--- src/sv/assert_macros.svh ---
// Assertion macros shared by the RTL; all sample on clk and go quiet while arst_n is low.
`ifndef ASSERT_MACROS_SVH
`define ASSERT_MACROS_SVH

// Check that a condition holds at every clock edge.
`define ASSERT_ALWAYS(lbl, expr) \
	lbl: assert property (@(posedge clk) disable iff (!arst_n) (expr)) \
		else $error("assertion failed: always");

// Check that the consequent holds in the cycle after the antecedent.
`define ASSERT_NEXT(lbl, ante, cons) \
	lbl: assert property (@(posedge clk) disable iff (!arst_n) (ante) |=> (cons)) \
		else $error("assertion failed: next");

// Check that the consequent holds in the same cycle as the antecedent.
`define ASSERT_SAME(lbl, ante, cons) \
	lbl: assert property (@(posedge clk) disable iff (!arst_n) (ante) |-> (cons)) \
		else $error("assertion failed: same");

`endif

--- src/sv/nec_ir_pkg.sv ---
// Shared types and constants for the NEC IR frame decoder.
`timescale 1ns / 1ps

package nec_ir_pkg;

	localparam int FRAME_BITS = 32;
	localparam int EDGE_W     = 32;
	localparam int CFG_W      = 16;
	localparam int CFG_IDX_W  = 2;
	localparam int PHASE_W    = 6;

	localparam logic [PHASE_W-1:0] PH_ARMED  = PHASE_W'(0);
	localparam logic [PHASE_W-1:0] PH_LEADER = PHASE_W'(1);
	localparam logic [PHASE_W-1:0] PH_DATA0  = PHASE_W'(2);
	localparam logic [PHASE_W-1:0] PH_DONE   = PHASE_W'(2 + FRAME_BITS);

	localparam logic KIND_EDGE  = 1'b0;
	localparam logic KIND_CLEAR = 1'b1;

	localparam logic [CFG_IDX_W-1:0] CFG_ONE_GAP    = CFG_IDX_W'(0);
	localparam logic [CFG_IDX_W-1:0] CFG_LEADER_MIN = CFG_IDX_W'(1);
	localparam logic [CFG_IDX_W-1:0] CFG_LEADER_MAX = CFG_IDX_W'(2);

	localparam logic [CFG_W-1:0] ONE_GAP_RST    = CFG_W'(1600);
	localparam logic [CFG_W-1:0] LEADER_MIN_RST = CFG_W'(13000);
	localparam logic [CFG_W-1:0] LEADER_MAX_RST = CFG_W'(14000);

	typedef struct packed {
		logic [CFG_W-1:0] one_gap;
		logic [CFG_W-1:0] leader_min;
		logic [CFG_W-1:0] leader_max;
	} cfg_t;

	typedef struct packed {
		logic        frame_done;
		logic        error_flag;
		logic [15:0] address;
		logic        address_short;
		logic [7:0]  command;
	} result_t;

endpackage

--- src/sv/nec_ir_frame_decoder.sv ---
// NEC infrared frame decoder top level: input register, frame core, result register.
`timescale 1ns / 1ps

// Takes falling-edge timestamps (kind 0) or clear requests (kind 1), one item per
// cycle unless stalled, and returns one result per item showing the decoder state
// after that item. Each item lands in an input register, the frame update and
// result formatting run in a single combinational pass, and the result is held in
// an output register. The input stays ready while a result waits, as long as the
// input register is free or the result moves. The user writes configuration only
// while the decoder is idle, unenforced; configuration registers survive clear.
`include "assert_macros.svh"

module nec_ir_frame_decoder
	import nec_ir_pkg::*;
#(
	parameter int TIME_BITS = 32
) (
	input  logic                 clk,
	input  logic                 arst_n,
	input  logic                 in_valid,
	output logic                 in_ready,
	input  logic                 kind,
	input  logic [EDGE_W-1:0]    edge_time_us,
	input  logic                 cfg_valid,
	output logic                 cfg_ready,
	input  logic [CFG_IDX_W-1:0] cfg_index,
	input  logic [CFG_W-1:0]     cfg_data,
	output logic                 out_valid,
	input  logic                 out_ready,
	output logic                 frame_done,
	output logic                 error_flag,
	output logic [15:0]          address,
	output logic                 address_short,
	output logic [7:0]           command
);

	logic              valid_s1;
	logic              kind_s1;
	logic [EDGE_W-1:0] time_s1;
	logic              out_valid_q;
	result_t           res_q;
	result_t           res_nxt;
	cfg_t              cfg;
	logic              in_xfer;
	logic              advance;

	assign cfg_ready = 1'b1;
	assign advance   = valid_s1 && (!out_valid_q || out_ready);
	assign in_ready  = !valid_s1 || !out_valid_q || out_ready;
	assign in_xfer   = in_valid && in_ready;

	nec_ir_cfg_regs u_cfg (
		.clk      (clk),
		.arst_n   (arst_n),
		.wr_en    (cfg_valid && cfg_ready),
		.wr_index (cfg_index),
		.wr_data  (cfg_data),
		.cfg      (cfg)
	);

	nec_ir_frame_core #(
		.TIME_BITS (TIME_BITS)
	) u_core (
		.clk          (clk),
		.arst_n       (arst_n),
		.step         (advance),
		.kind         (kind_s1),
		.edge_time_us (time_s1),
		.cfg          (cfg),
		.res          (res_nxt)
	);

	always_ff @(posedge clk or negedge arst_n) begin
		if (!arst_n) begin
			valid_s1 <= 1'b0;
		end else if (in_xfer) begin
			valid_s1 <= 1'b1;
		end else if (advance) begin
			valid_s1 <= 1'b0;
		end
	end

	always_ff @(posedge clk) begin
		if (in_xfer) begin
			kind_s1 <= kind;
			time_s1 <= edge_time_us;
		end
	end

	always_ff @(posedge clk or negedge arst_n) begin
		if (!arst_n) begin
			out_valid_q <= 1'b0;
		end else if (advance) begin
			out_valid_q <= 1'b1;
		end else if (out_ready) begin
			out_valid_q <= 1'b0;
		end
	end

	always_ff @(posedge clk) begin
		if (advance)
			res_q <= res_nxt;
	end

	assign out_valid     = out_valid_q;
	assign frame_done    = res_q.frame_done;
	assign error_flag    = res_q.error_flag;
	assign address       = res_q.address;
	assign address_short = res_q.address_short;
	assign command       = res_q.command;

	// input only stalls when both stages are full and the result is held
	`ASSERT_SAME(a_stall_cause, !in_ready, valid_s1 && out_valid_q && !out_ready)
	// a drained output with nothing behind it goes empty
	`ASSERT_NEXT(a_drain, out_valid_q && out_ready && !valid_s1, !out_valid_q)
	// short address form only on a finished frame, and then the high byte is zero
	`ASSERT_SAME(a_short_done, out_valid_q && address_short,
		frame_done && address[15:8] == 8'h00)
	// a clear always yields an idle, error-free result
	`ASSERT_NEXT(a_clear, advance && kind_s1 == KIND_CLEAR,
		!res_q.frame_done && !res_q.error_flag)

endmodule

--- src/sv/nec_ir_cfg_regs.sv ---
// Configuration register file: edge gap threshold and leader window.
`timescale 1ns / 1ps

module nec_ir_cfg_regs
	import nec_ir_pkg::*;
(
	input  logic                 clk,
	input  logic                 arst_n,
	input  logic                 wr_en,
	input  logic [CFG_IDX_W-1:0] wr_index,
	input  logic [CFG_W-1:0]     wr_data,
	output cfg_t                 cfg
);

	cfg_t cfg_q;

	always_ff @(posedge clk or negedge arst_n) begin
		if (!arst_n) begin
			cfg_q.one_gap    <= ONE_GAP_RST;
			cfg_q.leader_min <= LEADER_MIN_RST;
			cfg_q.leader_max <= LEADER_MAX_RST;
		end else if (wr_en) begin
			unique case (wr_index)
				CFG_ONE_GAP:    cfg_q.one_gap    <= wr_data;
				CFG_LEADER_MIN: cfg_q.leader_min <= wr_data;
				CFG_LEADER_MAX: cfg_q.leader_max <= wr_data;
				default: ;   // unmapped index, write dropped
			endcase
		end
	end

	assign cfg = cfg_q;

endmodule

--- src/sv/nec_ir_frame_core.sv ---
// Frame state (phase, shift word, last edge time, sticky error) and per-item update.
`timescale 1ns / 1ps

module nec_ir_frame_core
	import nec_ir_pkg::*;
#(
	parameter int TIME_BITS = 32
) (
	input  logic              clk,
	input  logic              arst_n,
	input  logic              step,
	input  logic              kind,
	input  logic [EDGE_W-1:0] edge_time_us,
	input  cfg_t              cfg,
	output result_t           res
);

	logic [TIME_BITS-1:0]  last_q, last_d;
	logic [PHASE_W-1:0]    phase_q, phase_d;
	logic [FRAME_BITS-1:0] word_q, word_d;
	logic                  err_q, err_d;

	logic [TIME_BITS-1:0] now;
	logic [TIME_BITS-1:0] gap;
	logic                 bit_val;
	logic                 leader_ok;
	logic [15:0]          addr_word;
	logic                 short_form;
	logic                 done;

	assign now       = TIME_BITS'(edge_time_us);
	assign gap       = now - last_q;   // wraps modulo 2^TIME_BITS
	assign bit_val   = gap > TIME_BITS'(cfg.one_gap);
	assign leader_ok = (gap >= TIME_BITS'(cfg.leader_min)) &&
		(gap <= TIME_BITS'(cfg.leader_max));

	always_comb begin
		last_d  = last_q;
		phase_d = phase_q;
		word_d  = word_q;
		err_d   = err_q;
		if (kind == KIND_CLEAR) begin
			last_d  = '0;
			phase_d = PH_ARMED;
			word_d  = '0;
			err_d   = 1'b0;
		end else if (phase_q != PH_DONE) begin
			last_d = now;
			priority if (phase_q == PH_ARMED) begin
				phase_d = PH_LEADER;
			end else if (phase_q == PH_LEADER) begin
				if (leader_ok) begin
					phase_d = PH_DATA0;
				end else begin
					phase_d = PH_ARMED;
					err_d   = 1'b1;
				end
			end else begin
				word_d  = {word_q[FRAME_BITS-2:0], bit_val};
				phase_d = phase_q + PHASE_W'(1);
				// command byte must be the inverse of the byte above it
				if (phase_d == PH_DONE && word_d[7:0] != ~word_d[15:8])
					err_d = 1'b1;
			end
		end
	end

	always_ff @(posedge clk or negedge arst_n) begin
		if (!arst_n) begin
			last_q  <= '0;
			phase_q <= PH_ARMED;
			word_q  <= '0;
			err_q   <= 1'b0;
		end else if (step) begin
			last_q  <= last_d;
			phase_q <= phase_d;
			word_q  <= word_d;
			err_q   <= err_d;
		end
	end

	// result reflects the state after this item
	assign done       = phase_d == PH_DONE;
	assign addr_word  = word_d[31:16];
	assign short_form = addr_word[7:0] == ~addr_word[15:8];

	always_comb begin
		res.frame_done    = done;
		res.error_flag    = err_d;
		res.address       = '0;
		res.address_short = 1'b0;
		res.command       = '0;
		if (done) begin
			res.address       = short_form ? {8'h00, addr_word[7:0]} : addr_word;
			res.address_short = short_form;
			res.command       = word_d[7:0];
		end
	end

endmodule
--- config.mk ---
export PLATFORM = sky130hd
export DESIGN_NAME = nec_ir_frame_decoder
export DESIGN_NICKNAME = d
export VERILOG_FILES = /design/src/sv/nec_ir_pkg.sv /design/src/sv/nec_ir_frame_decoder.sv /design/src/sv/nec_ir_cfg_regs.sv /design/src/sv/nec_ir_frame_core.sv
export VERILOG_INCLUDE_DIRS = /design/src /design/src/sv
export SDC_FILE = /design/constraint.sdc
export NUM_CORES = 1
export LEC_CHECK = 0
export BUFFER_PORTS_ARGS = -buffer_cell sky130_fd_sc_hd__buf_2
export CAP_MARGIN = 20
export CORE_MARGIN = 1.5
export CORE_UTILIZATION = 35
export DETAILED_ROUTE_END_ITERATION = 7
export PLACE_DENSITY_LB_ADDON = 0.1
export SLEW_MARGIN = 20
export SYNTH_ARGS = -nofsm -noshare
export SYNTH_HDL_FRONTEND = slang
export SYNTH_SLANG_ARGS = --single-unit
export TNS_END_PERCENT = 10
--- constraint.sdc ---
create_clock -name clk -period 5.7 [get_ports clk]
set_input_delay 0.285 -clock clk [delete_from_list [all_inputs] [get_ports clk]]
set_output_delay 0.285 -clock clk [all_outputs]
set_load 0.02 [all_outputs]
==> results.tsv <==
stage	metric	value	unit
status	outcome	complete, but fails checks	
status	failing checks	hold timing	
routing	DRC viols	0	
synth	Top FF cell, synth	dfrtp_1	
power	Cell Pwr Density	340	nW/um^2
timing	Worst-Margin Slew	988	ps
global_routing	first-pass GRT wire length	40.9	mm
routing	Routed Antenna Nets	0	
cells_and_area	Final #Nets	1312	
floorplanning	DIE HEIGHT	178	um
synth	Synth top area share	24.6	%
critical_path	Worst Path Arrival	4920	ps
timing	setup TNS	0	ps
critical_path	CP delay by family, top	simple AND/OR/NAND/NOR gates	
power	Clock power frac	28.2	%
global_routing	GRT Resource Usage Total	16.5	%
critical_path	CP dominant cell by count	nor2_1	
critical_path	max incr delay on CP	640	ps
synth	count leader, synth	nand2_1	
placement	DP HPWL	17.9	mm
timing	Final Max Tran Viols	0	
power	sequential share of power	37.9	%
power	P_leak	5.18	nW
power	Final Power	4.15	mW
cells_and_area	number of inserted diodes	0	
critical_path	Buf+Inv Stages, Crit Path	1	
power	Gate power share	33.9	%
timing	Max Fclk	0.211	GHz
clock_tree	clk slew on worst S/H paths	80	ps
cells_and_area	area of the multi-input gates	5320	um^2
floorplanning	Cell Rows	63	
clock_tree	Clock Path Buffers	2	
global_routing	largest net degree at the start of global routing	67	
synth	top cells by area, synth	dfrtp_1 (25%), edfxtp_1 (17%), ha_1 (9.7%), nand2_1 (5.3%), a21oi_1 (4.0%)	
timing	Final setup viols	0	
min_path	Hold Crit Class	in -> async	
critical_path	Worst path slowest cell	a211oi_1	
critical_path	CP Launch Point	u_core.last_q[1]	
routing	Detailed Routing Iterations Pass 1	5	
floorplanning	Placeable Area	29900	um^2
routing	Routed Wire Length	24.6	mm
synth	Syn Nets	1236	
critical_path	Worst EP required	5880	ps
floorplanning	initial cell density of the core	35.8	%
synth	Synth top cells by count	nand2_1 (150), dfrtp_1 (105), inv_1 (90), a21oi_1 (85), ha_1 (83)	
timing	final hold viol count	27	
placement	Port-buffer cells	84	
timing	period utilisation layout	83.2	%
critical_path	Cell Chain, Critical Path	inv_1 -> ha_1 -> nor2b_1 -> o2111ai_1 -> a211oi_1 -> nor2_1 -> nor2_1 -> nor2_1 -> xnor2_1 -> ha_1 -> nand2_1 -> or3_1 -> nor3_1 -> nor2_1 -> a21oi_1 -> o211ai_1 -> nor4_1 -> nor3b_1 -> a211o_1	
power	Sw Pwr	1.53	mW
cells_and_area	layout cells sized above 1	16.6	%
critical_path	FF-to-FF Start	u_core.last_q[1]	
synth	Syn Area/Cell	9.76	um^2
routing	DR WL/cell	15.6	um
cells_and_area	P&R area growth vs syn	14.0	%
clock_tree	post-CTS sizing	0	
routing	via count	7983	
clock_tree	# clock sinks	181	
synth	Syn Inst Count	1096	
power	Internal	2.62	mW
power	peak supply drop	0.166	mV
placement	Placer Congestion	0.842	
timing	worst hold slack	-15.1	ps
timing	Final Skew	13.7	ps
timing	Final min period	4740	ps
synth	asr flop ratio synth	66.9	%
critical_path	Worst Path Class, Setup	reg -> reg	
clock_tree	CTS tree	built	
routing	drt via density	5.07	
cells_and_area	Final Non-Filler Cells	1575	
timing	relative slew slack	33.9	%
floorplanning	Die W	178	um
synth	Synth area leader	dfrtp_1	
critical_path	Worst Path Max Fanout	4	
flow_run	MaxCap Viol Count	0	
critical_path	CP startpoint kind	register	
global_routing	total grt overflow	0	
clock_tree	H-tree depth	4	
synth	Post-Syn Area	10700	um^2
synth	Post-synth EDFFs	60	
synth	YS warnings	0	
placement	Post-Place Worst Slack	972	ps
timing	Setup WS post-layout	957	ps
clock_tree	Clk Latency, worst-skew pair	430	ps
cells_and_area	filler instances	2981	
cells_and_area	Register Area	4850	um^2
power	Switching Share	36.8	%
clock_tree	clk root buf	clkbuf_16	
floorplanning	Ports	86	
global_routing	initial antenna violation count	0	
clock_tree	CTS Buf Count	17	
placement	placed insts	1532	
timing	RSZ-0062 raised after global routing	no	
synth	Synth cell types	78	
global_routing	number of global-route vias before repair	7802	
synth	sequential share of the synthesized area	45.3	%
synth	Seq cells post-synth	181	
routing	initial DRC count	456	
critical_path	Setup crit end kind	register	
floorplanning	die area	31600	um^2
==> state kept, by name, summed over array words and instances, names as in the netlist <==
register,flops
u_core.err_q,1
valid_s1,1
u_cfg.cfg,48
kind_s1,1
error_flag,1
frame_done,1
out_valid,1
u_core.phase_q,6
address,16
command,8
u_core.word_q,32
address_short,1
time_s1,32
u_core.last_q,32
==> layout by cell type, fill, tap and decap left out, drive strengths merged, types with 7 or more instances in the layout <==
cell type    netlist  final
a21o              14     14
a21oi             86     86
a22o              32     32
and3               8      8
buf               13     94
clkbuf            35     18
dfrtp            105    105
dfstp             16     16
dlygate4sd3        0     11
edfxtp            60     60
ha                83     83
inv               91     98
mux2              33     33
nand2            150    150
nand2b            42     42
nand3             11     11
nand4             18     18
nor2              35     35
nor3              18     18
nor4              11     11
o211ai            11     11
o21a              11     11
o21ai             84     84
or3                7      7
xnor2             25     25
xor2              10     10
==> worst register-to-register path: stages, from the launching register on <==
cell and delay (ps):
dfrtp_1 380, inv_1 60, ha_1 260, nor2b_1 180, o2111ai_1 210, a211oi_1 640, nor2_1 180, nor2_1 140
nor2_1 70, xnor2_1 200, ha_1 350, nand2_1 60, or3_1 360, nor3_1 250, nor2_1 60, a21oi_1 210
o211ai_1 170, nor4_1 350, nor3b_1 90, a211o_1 270
==> metrics by stage <==
step | util (%) | hold slack (ps) | area (um^2)
5_1_grt | 40.8 | 2.75 | 12200
3_3_place_gp | 38.5 | 461 | 11500
3_5_place_dp | 38.5 | 463 | 11500
2_1_floorplan | - | -10.6 | 10700
6_report | 40.8 | -15.1 | 12200
4_1_cts | 40.8 | 2.73 | 12200
==> timing repair <==
action                                 in CTS  in global routing
hold buffers                               11                  0
setup buffers                               0                  0
setup endpoints to repair                   0                  0
endpoints found under the hold margin      11                  0
==> kinds of logic after synthesis <==
family	synth area share, %
compound gates	18.0
xor+xnor	2.87
fa+ha+maj	9.90
buf+inv	5.08
flops	45.3
mux	3.75
other cells	0.0351
simple gates	15.0
==> per-layer routing <==
metal / track usage, % / wire, um / up-vias
met2: 25.9 / 11100 / 144
li1: - / - / 4074
met4: 4.24 / 265 / 0
met5: 0 / 0 / -
met3: 2.61 / 758 / 14
met1: 23.5 / 12500 / 3751
==> power by group through the flow <==
stage / clock (mW) / combinational [mW] / sequential, mW
after floorplan: 0 / 1.02 / 1.60
after global placement: 0 / 1.40 / 1.60
after detailed placement: 0 / 1.41 / 1.60
after CTS: 1.21 / 1.42 / 1.57
after global routing: 1.26 / 1.61 / 1.59
final: 1.17 / 1.41 / 1.57
==> path summary, 6_finish.rpt <==
kind,cells after the start,to,slack [ps]
hold reg to reg,2,u_core.last_q[24],480
max in group asynchronous,2,u_cfg.cfg[15],4420
setup reg to reg,19,error_flag,960
setup / recovery,19,error_flag,960
hold / removal,1,u_core.last_q[19],-20
min in group clk,1,time_s1[29],30
==> final cells by class <==
type | instances | share of cell area [%]
multi-input cells | 776 | 43.6
flip-flops and latches | 181 | 39.8
repair buffers | 105 | 4.99
well taps | 390 | 4.00
clock buffers | 18 | 3.52
inverters | 91 | 2.80
clock inverters | 14 | 1.29
Note: power is estimated with default switching activity, not from simulation.
